===== src/hdl/srlm_pkg.sv =====
// Shared constants, widths and controller/datapath command types for the
// segment RMS level meter. No dependencies.
package srlm_pkg;

  localparam int BAND_COUNT   = 12;
  localparam int MAX_FRAME    = 1152;

  localparam int SAMPLE_W     = 16;
  localparam int FRAME_LEN_W  = 11;
  localparam int BAND_INDEX_W = 4;
  localparam int LEVEL_W      = 7;

  localparam int COUNT_W      = $clog2(MAX_FRAME + 1);
  localparam int BAND_W       = $clog2(BAND_COUNT + 1);
  localparam int BAND_MAX     = (MAX_FRAME + BAND_COUNT - 1) / BAND_COUNT;
  localparam int LEN_W        = $clog2(BAND_MAX + 1);

  // square of a 16-bit sample is at most 2^30
  localparam int SQ_W         = 31;
  localparam int SUM_W        = 30 + $clog2(BAND_MAX + 1);
  localparam int MEAN_W       = 31;
  localparam int ROOT_W       = 16;
  localparam int DIV_CNT_W    = $clog2(SUM_W + 1);
  localparam int SQRT_CNT_W   = $clog2(ROOT_W + 1);

  // band edge floor(b*n/BAND_COUNT) by reciprocal multiply, exact over range
  localparam int PROD_W       = $clog2(BAND_COUNT * MAX_FRAME + 1);
  localparam int RECIP_SHIFT  = PROD_W + $clog2(BAND_COUNT);
  localparam int RECIP_MUL    = (2 ** RECIP_SHIFT + BAND_COUNT - 1) / BAND_COUNT;
  localparam int RECIP_W      = $clog2(RECIP_MUL + 1);

  localparam int LEVEL_GAIN   = 130;
  localparam int GAIN_W       = 8;
  localparam int LEVEL_SHIFT  = 15;
  localparam int LEVEL_MAX    = 100;

  typedef struct packed {
    logic               take_sample;
    logic               start_frame;
    logic               acc;
    logic               edge_mul;
    logic               edge_div;
    logic               start_div;
    logic               start_sqrt;
    logic               scale;
    logic               clamp;
    logic               zero_level;
    logic               advance;
    logic [BAND_W-1:0]  band;
    logic [COUNT_W-1:0] length;
  } srlm_cmd_t;

  typedef struct packed {
    logic [COUNT_W-1:0] edge_hi;
    logic               edge_empty;
    logic               div_busy;
    logic               sqrt_busy;
    logic [LEVEL_W-1:0] level;
  } srlm_status_t;

endpackage


===== src/hdl/srlm_in_if.sv =====
// Sample input channel: valid/ready handshake with sample and frame length.
// Depends on srlm_pkg.
interface srlm_in_if import srlm_pkg::*; ();
  logic                       valid;
  logic                       ready;
  logic signed [SAMPLE_W-1:0] sample;
  logic [FRAME_LEN_W-1:0]     frame_length;

  modport source (output valid, sample, frame_length, input ready);
  modport sink (input valid, sample, frame_length, output ready);
endinterface


===== src/hdl/srlm_out_if.sv =====
// Band level output channel: valid/ready handshake with band results.
// Depends on srlm_pkg.
interface srlm_out_if import srlm_pkg::*; ();
  logic                    valid;
  logic                    ready;
  logic [BAND_INDEX_W-1:0] band_index;
  logic [LEVEL_W-1:0]      level_percent;
  logic                    last_band;

  modport source (output valid, band_index, level_percent, last_band, input ready);
  modport sink (input valid, band_index, level_percent, last_band, output ready);
endinterface


===== src/hdl/srlm_div.sv =====
// Restoring divider, one quotient bit per cycle: band square sum / band length.
// Depends on srlm_pkg.
module srlm_div import srlm_pkg::*; (
  input  logic             clk,
  input  logic             rst,
  input  logic             start,
  input  logic [SUM_W-1:0] dividend,
  input  logic [LEN_W-1:0] divisor,
  output logic             busy,
  output logic [SUM_W-1:0] quotient
);

  logic [LEN_W-1:0]     rem;
  logic [LEN_W-1:0]     dvsr;
  logic [DIV_CNT_W-1:0] cnt;
  logic [LEN_W:0]       shifted;
  logic [LEN_W:0]       diff;
  logic                 fits;

  assign shifted = {rem, quotient[SUM_W-1]};
  assign fits    = shifted >= {1'b0, dvsr};
  assign diff    = shifted - {1'b0, dvsr};

  always_ff @(posedge clk) begin
    if (rst) begin
      busy <= 1'b0;
      cnt  <= '0;
    end else if (start) begin
      rem      <= '0;
      dvsr     <= divisor;
      quotient <= dividend;
      cnt      <= DIV_CNT_W'(SUM_W);
      busy     <= 1'b1;
    end else if (busy) begin
      rem      <= fits ? diff[LEN_W-1:0] : shifted[LEN_W-1:0];
      quotient <= {quotient[SUM_W-2:0], fits};
      cnt      <= cnt - 1'b1;
      if (cnt == DIV_CNT_W'(1)) busy <= 1'b0;
    end
  end

endmodule


===== src/hdl/srlm_sqrt.sv =====
// Digit-by-digit integer floor square root, one root bit per cycle.
// Depends on srlm_pkg.
module srlm_sqrt import srlm_pkg::*; (
  input  logic                clk,
  input  logic                rst,
  input  logic                start,
  input  logic [2*ROOT_W-1:0] radicand,
  output logic                busy,
  output logic [ROOT_W-1:0]   root
);

  logic [2*ROOT_W-1:0]   x;
  logic [ROOT_W+2:0]     rem;
  logic [SQRT_CNT_W-1:0] cnt;
  logic [ROOT_W+2:0]     rem_sh;
  logic [ROOT_W+2:0]     trial;
  logic                  fits;

  assign rem_sh = {rem[ROOT_W:0], x[2*ROOT_W-1 -: 2]};
  assign trial  = {1'b0, root, 2'b01};
  assign fits   = rem_sh >= trial;

  always_ff @(posedge clk) begin
    if (rst) begin
      busy <= 1'b0;
      cnt  <= '0;
    end else if (start) begin
      x    <= radicand;
      rem  <= '0;
      root <= '0;
      cnt  <= SQRT_CNT_W'(ROOT_W);
      busy <= 1'b1;
    end else if (busy) begin
      rem  <= fits ? rem_sh - trial : rem_sh;
      root <= {root[ROOT_W-2:0], fits};
      x    <= x << 2;
      cnt  <= cnt - 1'b1;
      if (cnt == SQRT_CNT_W'(1)) busy <= 1'b0;
    end
  end

endmodule


===== src/hdl/srlm_dp.sv =====
// Datapath: sample squaring, band sum, band edges, mean, root and scaling.
// Depends on srlm_pkg, srlm_div and srlm_sqrt.
module srlm_dp import srlm_pkg::*; (
  input  logic                       clk,
  input  logic                       rst,
  input  logic signed [SAMPLE_W-1:0] sample,
  input  srlm_cmd_t                  cmd,
  output srlm_status_t               status
);

  logic signed [2*SAMPLE_W-1:0] sample_sq;
  logic [SQ_W-1:0]              sq;
  logic [SUM_W-1:0]             square_sum;
  logic [BAND_W-1:0]            band_next;
  logic [BAND_W+COUNT_W-1:0]    edge_mul;
  logic [PROD_W-1:0]            edge_prod;
  logic [PROD_W+RECIP_W-1:0]    recip_prod;
  logic [COUNT_W-1:0]           edge_lo;
  logic [COUNT_W-1:0]           edge_hi;
  logic [LEN_W-1:0]             band_len;
  logic [SUM_W-1:0]             quotient;
  logic                         div_busy;
  logic [ROOT_W-1:0]            root;
  logic                         sqrt_busy;
  logic [ROOT_W+GAIN_W-1:0]     level_prod;
  logic [ROOT_W+GAIN_W-1:0]     scaled;
  logic [LEVEL_W-1:0]           level;

  assign sample_sq  = sample * sample;
  assign band_next  = cmd.band + 1'b1;
  assign edge_mul   = band_next * cmd.length;
  assign recip_prod = edge_prod * RECIP_W'(RECIP_MUL);
  assign band_len   = LEN_W'(edge_hi - edge_lo);
  assign scaled     = level_prod >> LEVEL_SHIFT;

  always_ff @(posedge clk) begin
    if (cmd.take_sample) sq <= sample_sq[SQ_W-1:0];

    if (cmd.start_frame)    square_sum <= '0;
    else if (cmd.acc)       square_sum <= square_sum + SUM_W'(sq);
    else if (cmd.start_div) square_sum <= '0;

    if (cmd.edge_mul) edge_prod <= PROD_W'(edge_mul);
    if (cmd.edge_div) edge_hi <= COUNT_W'(recip_prod >> RECIP_SHIFT);

    if (cmd.start_frame)  edge_lo <= '0;
    else if (cmd.advance) edge_lo <= edge_hi;

    if (cmd.scale) level_prod <= root * GAIN_W'(LEVEL_GAIN);

    if (cmd.zero_level) begin
      level <= '0;
    end else if (cmd.clamp) begin
      level <= (scaled > (ROOT_W+GAIN_W)'(LEVEL_MAX)) ? LEVEL_W'(LEVEL_MAX)
                                                      : LEVEL_W'(scaled);
    end
  end

  srlm_div u_div (
    .clk      (clk),
    .rst      (rst),
    .start    (cmd.start_div),
    .dividend (square_sum),
    .divisor  (band_len),
    .busy     (div_busy),
    .quotient (quotient)
  );

  srlm_sqrt u_sqrt (
    .clk      (clk),
    .rst      (rst),
    .start    (cmd.start_sqrt),
    .radicand ((2*ROOT_W)'(quotient[MEAN_W-1:0])),
    .busy     (sqrt_busy),
    .root     (root)
  );

  assign status.edge_hi    = edge_hi;
  assign status.edge_empty = (edge_hi == edge_lo);
  assign status.div_busy   = div_busy;
  assign status.sqrt_busy  = sqrt_busy;
  assign status.level      = level;

endmodule


===== src/hdl/srlm_ctrl.sv =====
// Controller: frame and band counters, sequencing of the datapath and the
// output register. Depends on srlm_pkg.
module srlm_ctrl import srlm_pkg::*; (
  input  logic                    clk,
  input  logic                    rst,
  input  logic                    in_valid,
  output logic                    in_ready,
  input  logic [FRAME_LEN_W-1:0]  frame_length,
  output logic                    out_valid,
  input  logic                    out_ready,
  output logic [BAND_INDEX_W-1:0] band_index,
  output logic [LEVEL_W-1:0]      level_percent,
  output logic                    last_band,
  output srlm_cmd_t               cmd,
  input  srlm_status_t            status
);

  typedef enum logic [3:0] {
    S_IDLE, S_ACC, S_EDGE_MUL, S_EDGE_DIV, S_CHECK,
    S_DIV, S_SQRT, S_SCALE, S_CLAMP, S_EMIT
  } state_t;

  state_t                         state;
  logic [COUNT_W-1:0]             sample_count;
  logic [BAND_W-1:0]              band_number;
  logic [COUNT_W-1:0]             latched_length;
  logic [COUNT_W-1:0]             len_clamped;
  logic [BAND_W+BAND_INDEX_W-1:0] band_wide;
  logic                           out_free;
  logic                           band_done;
  logic                           is_last;

  assign in_ready  = (state == S_IDLE);
  assign out_free  = !out_valid || out_ready;
  assign band_done = (status.edge_hi <= sample_count);
  assign is_last   = (band_number == BAND_W'(BAND_COUNT - 1));
  assign band_wide = {{BAND_INDEX_W{1'b0}}, band_number};

  always_comb begin
    if (frame_length == '0)                 len_clamped = COUNT_W'(1);
    else if (32'(frame_length) > MAX_FRAME) len_clamped = COUNT_W'(MAX_FRAME);
    else                                    len_clamped = COUNT_W'(frame_length);
  end

  always_comb begin
    cmd        = '0;
    cmd.band   = band_number;
    cmd.length = latched_length;
    case (state)
      S_IDLE: begin
        cmd.take_sample = in_valid;
        cmd.start_frame = in_valid && (sample_count == '0);
      end
      S_ACC:      cmd.acc = 1'b1;
      S_EDGE_MUL: cmd.edge_mul = 1'b1;
      S_EDGE_DIV: cmd.edge_div = 1'b1;
      S_CHECK: begin
        cmd.zero_level = band_done && status.edge_empty;
        cmd.start_div  = band_done && !status.edge_empty;
      end
      S_DIV:   cmd.start_sqrt = !status.div_busy;
      S_SCALE: cmd.scale = 1'b1;
      S_CLAMP: cmd.clamp = 1'b1;
      S_EMIT:  cmd.advance = out_free;
      default: cmd.band = band_number;
    endcase
  end

  always_ff @(posedge clk) begin
    if (rst) begin
      state          <= S_IDLE;
      sample_count   <= '0;
      band_number    <= '0;
      latched_length <= '0;
      out_valid      <= 1'b0;
    end else begin
      if (state == S_EMIT && out_free) out_valid <= 1'b1;
      else if (out_valid && out_ready) out_valid <= 1'b0;
      case (state)
        S_IDLE: begin
          if (in_valid) begin
            if (sample_count == '0) begin
              latched_length <= len_clamped;
              band_number    <= '0;
            end
            sample_count <= sample_count + 1'b1;
            state        <= S_ACC;
          end
        end
        S_ACC:      state <= S_EDGE_MUL;
        S_EDGE_MUL: state <= S_EDGE_DIV;
        S_EDGE_DIV: state <= S_CHECK;
        S_CHECK: begin
          if (!band_done)             state <= S_IDLE;
          else if (status.edge_empty) state <= S_EMIT;
          else                        state <= S_DIV;
        end
        S_DIV:   if (!status.div_busy) state <= S_SQRT;
        S_SQRT:  if (!status.sqrt_busy) state <= S_SCALE;
        S_SCALE: state <= S_CLAMP;
        S_CLAMP: state <= S_EMIT;
        S_EMIT: begin
          if (out_free) begin
            band_index    <= band_wide[BAND_INDEX_W-1:0];
            level_percent <= status.level;
            last_band     <= is_last;
            if (is_last) begin
              sample_count <= '0;
              band_number  <= '0;
              state        <= S_IDLE;
            end else begin
              band_number <= band_number + 1'b1;
              state       <= S_EDGE_MUL;
            end
          end
        end
        default: state <= S_IDLE;
      endcase
    end
  end

endmodule


===== src/hdl/segment_rms_level_meter_top.sv =====
// Top level of the segment RMS level meter: channel interfaces, controller
// and datapath. Depends on srlm_pkg, srlm_in_if, srlm_out_if, srlm_ctrl, srlm_dp.
//
// Usage: mono samples enter on the samples channel; frame_length is read on
// the first sample of each frame (0 taken as 1, above MAX_FRAME saturated).
// Each frame is split into BAND_COUNT bands; one transfer per band leaves on
// the levels channel with band_index, level_percent (0..100) and last_band
// set on the frame's final band. Empty bands (short frames) report 0.
// Sequence: a sample that closes no band passes accept, add, edge multiply,
// edge divide and compare. Each closed band then runs the bit-serial
// divider and square root, scale, clamp and emit; an empty band goes from
// compare straight to emit. A new sample is taken only once the previous
// one and every band that it closes have been handed to the output register.
// A band result waits in an output register, so the next sample is accepted
// while it is stalled; the block holds before a further band result until
// the pending one is taken. Reset (synchronous, rst high) returns to the
// start of a frame with the output channel empty.
module segment_rms_level_meter_top import srlm_pkg::*; (
  input  logic        clk,
  input  logic        rst,
  srlm_in_if.sink     samples,
  srlm_out_if.source  levels
);

  srlm_cmd_t    cmd;
  srlm_status_t status;

  srlm_ctrl u_ctrl (
    .clk           (clk),
    .rst           (rst),
    .in_valid      (samples.valid),
    .in_ready      (samples.ready),
    .frame_length  (samples.frame_length),
    .out_valid     (levels.valid),
    .out_ready     (levels.ready),
    .band_index    (levels.band_index),
    .level_percent (levels.level_percent),
    .last_band     (levels.last_band),
    .cmd           (cmd),
    .status        (status)
  );

  srlm_dp u_dp (
    .clk    (clk),
    .rst    (rst),
    .sample (samples.sample),
    .cmd    (cmd),
    .status (status)
  );

endmodule

===== src/flat_wrapper.sv =====
// flat-port wrapper written by rule: the top's interface ports become plain ports
module segment_rms_level_meter_top_flat import srlm_pkg::*;
  (clk, rst, samples_valid, samples_sample, samples_frame_length, samples_ready, levels_valid, levels_band_index, levels_level_percent, levels_last_band, levels_ready);
  srlm_in_if samples_i ();
  srlm_out_if levels_i ();
  input  logic clk;
  input  logic rst;
  input wire logic [$bits(samples_i.valid)-1:0] samples_valid;
  input wire logic [$bits(samples_i.sample)-1:0] samples_sample;
  input wire logic [$bits(samples_i.frame_length)-1:0] samples_frame_length;
  output wire logic [$bits(samples_i.ready)-1:0] samples_ready;
  output wire logic [$bits(levels_i.valid)-1:0] levels_valid;
  output wire logic [$bits(levels_i.band_index)-1:0] levels_band_index;
  output wire logic [$bits(levels_i.level_percent)-1:0] levels_level_percent;
  output wire logic [$bits(levels_i.last_band)-1:0] levels_last_band;
  input wire logic [$bits(levels_i.ready)-1:0] levels_ready;
  assign samples_i.valid = samples_valid;
  assign samples_i.sample = samples_sample;
  assign samples_i.frame_length = samples_frame_length;
  assign samples_ready = samples_i.ready;
  assign levels_valid = levels_i.valid;
  assign levels_band_index = levels_i.band_index;
  assign levels_level_percent = levels_i.level_percent;
  assign levels_last_band = levels_i.last_band;
  assign levels_i.ready = levels_ready;
  segment_rms_level_meter_top u_core (.clk(clk), .rst(rst), .samples(samples_i), .levels(levels_i));
endmodule

===== config.mk =====
export PLATFORM = sky130hd
export DESIGN_NAME = segment_rms_level_meter_top_flat
export DESIGN_NICKNAME = d
export VERILOG_FILES = /design/src/hdl/srlm_pkg.sv /design/src/hdl/srlm_in_if.sv /design/src/hdl/srlm_out_if.sv /design/src/hdl/srlm_div.sv /design/src/hdl/srlm_sqrt.sv /design/src/hdl/srlm_dp.sv /design/src/hdl/srlm_ctrl.sv /design/src/hdl/segment_rms_level_meter_top.sv /design/src/flat_wrapper.sv
export SDC_FILE = /design/constraint.sdc
export NUM_CORES = 1
export LEC_CHECK = 0
export ABC_CLOCK_PERIOD_IN_PS = 5900
export BUFFER_PORTS_ARGS = -buffer_cell sky130_fd_sc_hd__buf_2
export CORE_ASPECT_RATIO = 0.7
export CORE_UTILIZATION = 55
export DETAILED_ROUTE_END_ITERATION = 8
export PLACE_DENSITY = 0.74
export SLEW_MARGIN = 30
export SYNTH_ARGS = -nofsm -noshare
export SYNTH_HDL_FRONTEND = slang
export SYNTH_HIERARCHICAL = 1
export SYNTH_SLANG_ARGS = --single-unit
export TNS_END_PERCENT = 30

===== constraint.sdc =====
create_clock -name clk -period 5.9 [get_ports clk]
set_input_delay 0.295 -clock clk [delete_from_list [all_inputs] [get_ports clk]]
set_output_delay 0.295 -clock clk [all_outputs]
set_load 0.005 [all_outputs]

==> results by group <==
Global route
  • Global-route wire length before repair: 99400 um
  • Largest net degree at the start of global routing: 72
  • Initial antenna violation count: 2
  • Vias in the first global route: 20700
  • Total grt overflow: 0
  • Total GRT Usage: 23.5%

Critical path
  • WP data required: 6.20 ns
  • CP peak stage delay: 0.54 ns
  • Buf+Inv Stages, Crit Path: 6
  • Top delay family on crit path: adder cells
  • Worst setup EP type: flip-flop
  • Critical Path AT: 5.98 ns
  • Crit path kind: in2reg
  • Worst-path fanout max: 7
  • Crit-path slowest cell: fa_1
  • Worst-path cell chain: buf_2 > clkinvlp_4 > nor2_1 > fa_1 > buf_4 > fa_1 > fa_1 > fa_1 > fa_1 > inv_1 > fa_1 > inv_1 > ha_1 > and2_1 > nand4_1 > a2111oi_4 > buf_4 > a211oi_4 > o21a_1 > o21ai_1 > a21oi_1 > xnor2_1
  • CP dominant cell by count: fa_1
  • Critical Path Source Type: input port

Clocking
  • Total CTS buffers: 27
  • Clock root cell: clkbuf_16
  • Clk_lat worst skew: 0.57 ns
  • Clock Path Buffers: 3
  • Clock transition at the registers of the reported paths: 0.07 ns
  • Post-CTS setup buffer count: 0
  • # H-tree levels: 1
  • CTS tree: built
  • Clk sinks: 291

STA
  • Max Transition Viols Final: 0
  • Clock Skew: 0.0289 ns
  • Fin Hold WS: 0.0244 ns
  • # setup viols final: 0
  • Final period util: 96.2%
  • Max Freq: 176 MHz
  • Slew @ Worst Pin: 0.843 ns
  • Min Tclk post-route: 5.68 ns
  • Worst rel slew slack: 43.8%
  • Final Hold Fails: 0
  • RSZ-0062 raised after global routing: no

Synthesis
  • Mean Syn Cell Area: 10.1 sq um
  • Yosys warnings: 6
  • Post-synth EDFFs: 192
  • Seq/Total Area, Yosys: 27.8%
  • Post-synthesis simple-gate area fraction: 10.9%
  • Ys flop type: edfxtp_1
  • Seq cells post-synth: 291
  • Synth Area in Adders: 35.3%
  • Largest family of logic cells by synthesized area: adder cells
  • Compound-Gate Fraction of Synth Area: 9.14%
  • Post-synthesis mux area share: 3.84%
  • Top-area cell type share of the netlist area: 22.3%
  • Top post-synthesis cells by area: fa_1 22%, edfxtp_1 21%, ha_1 13%
  • Post-Synth XOR/XNOR Area: 4.43%
  • Share of flip-flops with an asynchronous set or reset: 0%
  • Library cells used by synthesis: 88
  • Synthesized area: 27900 sq um
  • Syn nets: 3395
  • Area leader, netlist: fa_1
  • Synth Instances: 2763

Die
  • Core area: 49600 sq um
  • Starting density of the core: 56.2%
  • Die Width: 271 um
  • Rows: 68
  • Die Area: 51600 sq um
  • Die height: 190 um
  • # IOs: 45

Placement
  • Placed cell count: 3554
  • Port buffer count: 44
  • Detailed placer's ending HPWL: 47400 um
  • Gp weighted congestion: 0.918

Cells and area
  • Final Instance Count excl. Fillers: 3607
  • Layout cells sized above 1: 12.7%
  • Area Overhead vs Synth: 10.9%
  • Post-layout net count: 3552
  • FILL cells: 4006

Run
  • Max-cap violations: 0

Route
  • WL final: 58400 um
  • Drt pass-1 iters: 5
  • Wire per inst: 16.2 um
  • Routed vias: 19600
  • Drt first-iter violations: 1356
  • Via density: 5.44
  • DR DRC count: 0
  • Detail Route Antenna Nets: 0

Worst hold path
  • Worst hold path type: in2reg

Outcome
  • Status: complete, no violations
==> layer usage <==
| metal | vias to the layer above | global-route usage, % | share of wire, % |
|---|---|---|---|
| li1 | 9378 | - | - |
| met1 | 9685 | 34.1 | 47 |
| met2 | 507 | 38.1 | 45 |
| met3 | 63 | 3.42 | 6.3 |
| met4 | 0 | 3.48 | 1.4 |
| met5 | - | 0 | 0 |
==> flip-flops by register name, indices dropped and copies added (netlist names), 14 cells and up <==
| name | flops |
|---|---|
| u_core/u_dp/square_sum | 37 |
| u_core/u_dp/u_div/quotient | 37 |
| u_core/u_dp/u_sqrt/x | 32 |
| u_core/u_dp/sq | 30 |
| u_core/u_dp/u_sqrt/rem | 17 |
| u_core/u_dp/u_sqrt/root | 16 |
| u_core/u_dp/edge_prod | 14 |
==> synthesized netlist by cell type (11+ instances only) <==
cell type  instances
and3_1            11
a21o_1            44
nor2b_1           35
a211oi_1          23
nand4_1           26
o21ai_1           21
mux2i_1           27
a31oi_1           12
nand2_1          177
mux2_2            68
nor3b_1           20
nand3_1           41
o21bai_1          15
inv_1            534
o21a_1            22
clkbuf_1          49
ha_1             291
and2_1            45
xnor2_1          109
nand2b_1          18
a21oi_1          128
dfxtp_1           99
nor3_1            33
o21ai_0           40
xor2_1            32
buf_1             11
edfxtp_1         192
fa_1             310
nor2_1           193
==> cells in the final DEF (no fill, tap or decap), types with 11 or more instances in the layout <==
cell,Yosys,routed
xor2_1,32,32
dfxtp_1,99,99
clkbuf_16,0,31
o21bai_1,15,15
nand3_1,41,41
mux2i_1,27,27
nor3_1,33,30
buf_2,6,44
mux2_2,68,68
nand4_1,26,26
and3_1,11,11
ha_1,291,291
nor2_1,193,187
o21ai_0,40,38
nor2b_1,35,35
edfxtp_1,192,192
fa_1,310,309
inv_1,534,532
a31oi_1,12,12
a21oi_1,128,127
buf_4,3,153
xnor2_1,109,109
nor3b_1,20,18
nand2b_1,18,18
a211oi_1,23,20
and2_1,45,45
a21o_1,44,44
nand2_1,177,177
o21ai_1,21,22
o21a_1,22,22
==> repair_timing <==
action                                  CTS  global route
hold buffers                              2             0
endpoints found under the setup margin    2            10
endpoints found under the hold margin     2             0
cloned                                    0             0
pin swaps                                 0             1
gates resized for setup                   1            14
==> logic make-up after synthesis <==
| group | Yosys count |
|---|---|
| fa+ha+maj | 601 |
| compound gates | 383 |
| flops | 291 |
| mux | 98 |
| buf+inv | 613 |
| simple gates | 635 |
| other cells | 1 |
| xor+xnor | 141 |
==> stage by stage <==
stage | setup TNS (ns) | area (sq um) | utilization [%] | setup slack, ns
global route | 0 | 30900 | 62.3 | 0.0000284
finish | 0 | 30900 | 62.3 | 0.221
detailed placement | -3.75 | 29800 | 60.2 | -0.634
CTS | 0 | 30800 | 62.1 | 0.0205
global placement | -2.69 | 29800 | 60.1 | -0.522
floorplan | -0.0363 | 27900 | - | -0.0186
==> final cells by class <==
| class | instances | area, sq um | share of cell area [%] |
|---|---|---|---|
| diodes | 1 | 2.50 | 0.00810 |
| clock buffers | 40 | 850 | 2.75 |
| clock inverters | 10 | 116 | 0.377 |
| inverters | 539 | 2040 | 6.59 |
| multi-input cells | 1859 | 17900 | 57.8 |
| flip-flops and latches | 291 | 7750 | 25.1 |
| well taps | 665 | 832 | 2.69 |
| repair buffers | 202 | 1460 | 4.71 |
==> worst register-to-register path, delay by kind of cell, from the launching register on <==
| kind | cells | cell delay [ns] |
|---|---|---|
| and+or+nand+nor | 1 | 0.07 |
| adders and majority gates | 7 | 2.89 |
| DFF | 1 | 0.49 |
| xor gates and xnor gates | 1 | 0.12 |
| buffers and inverters | 3 | 0.31 |
| AOI/OAI and AO/OA | 7 | 1.49 |
==> worst paths after layout <==
| path | from | end | slack [ns] | depth (start not counted) |
|---|---|---|---|---|
| hold reg to reg | u_core/u_dp/level[3] | u_core/u_ctrl/level_percent[3] | 0.43 | 0 |
| setup reg to reg | u_core/u_dp/edge_prod[5] | u_core/u_dp/edge_hi[10] | 0.28 | 19 |
| hold / removal | samples_frame_length[2] | u_core/u_ctrl/latched_length[2] | 0.02 | 3 |
| setup / recovery | samples_sample[3] | u_core/u_dp/sq[29] | 0.22 | 22 |
Power is left out: the tool's default activity adds up to more than one toggle a clock period on the data nets, which glitch-free logic cannot reach.
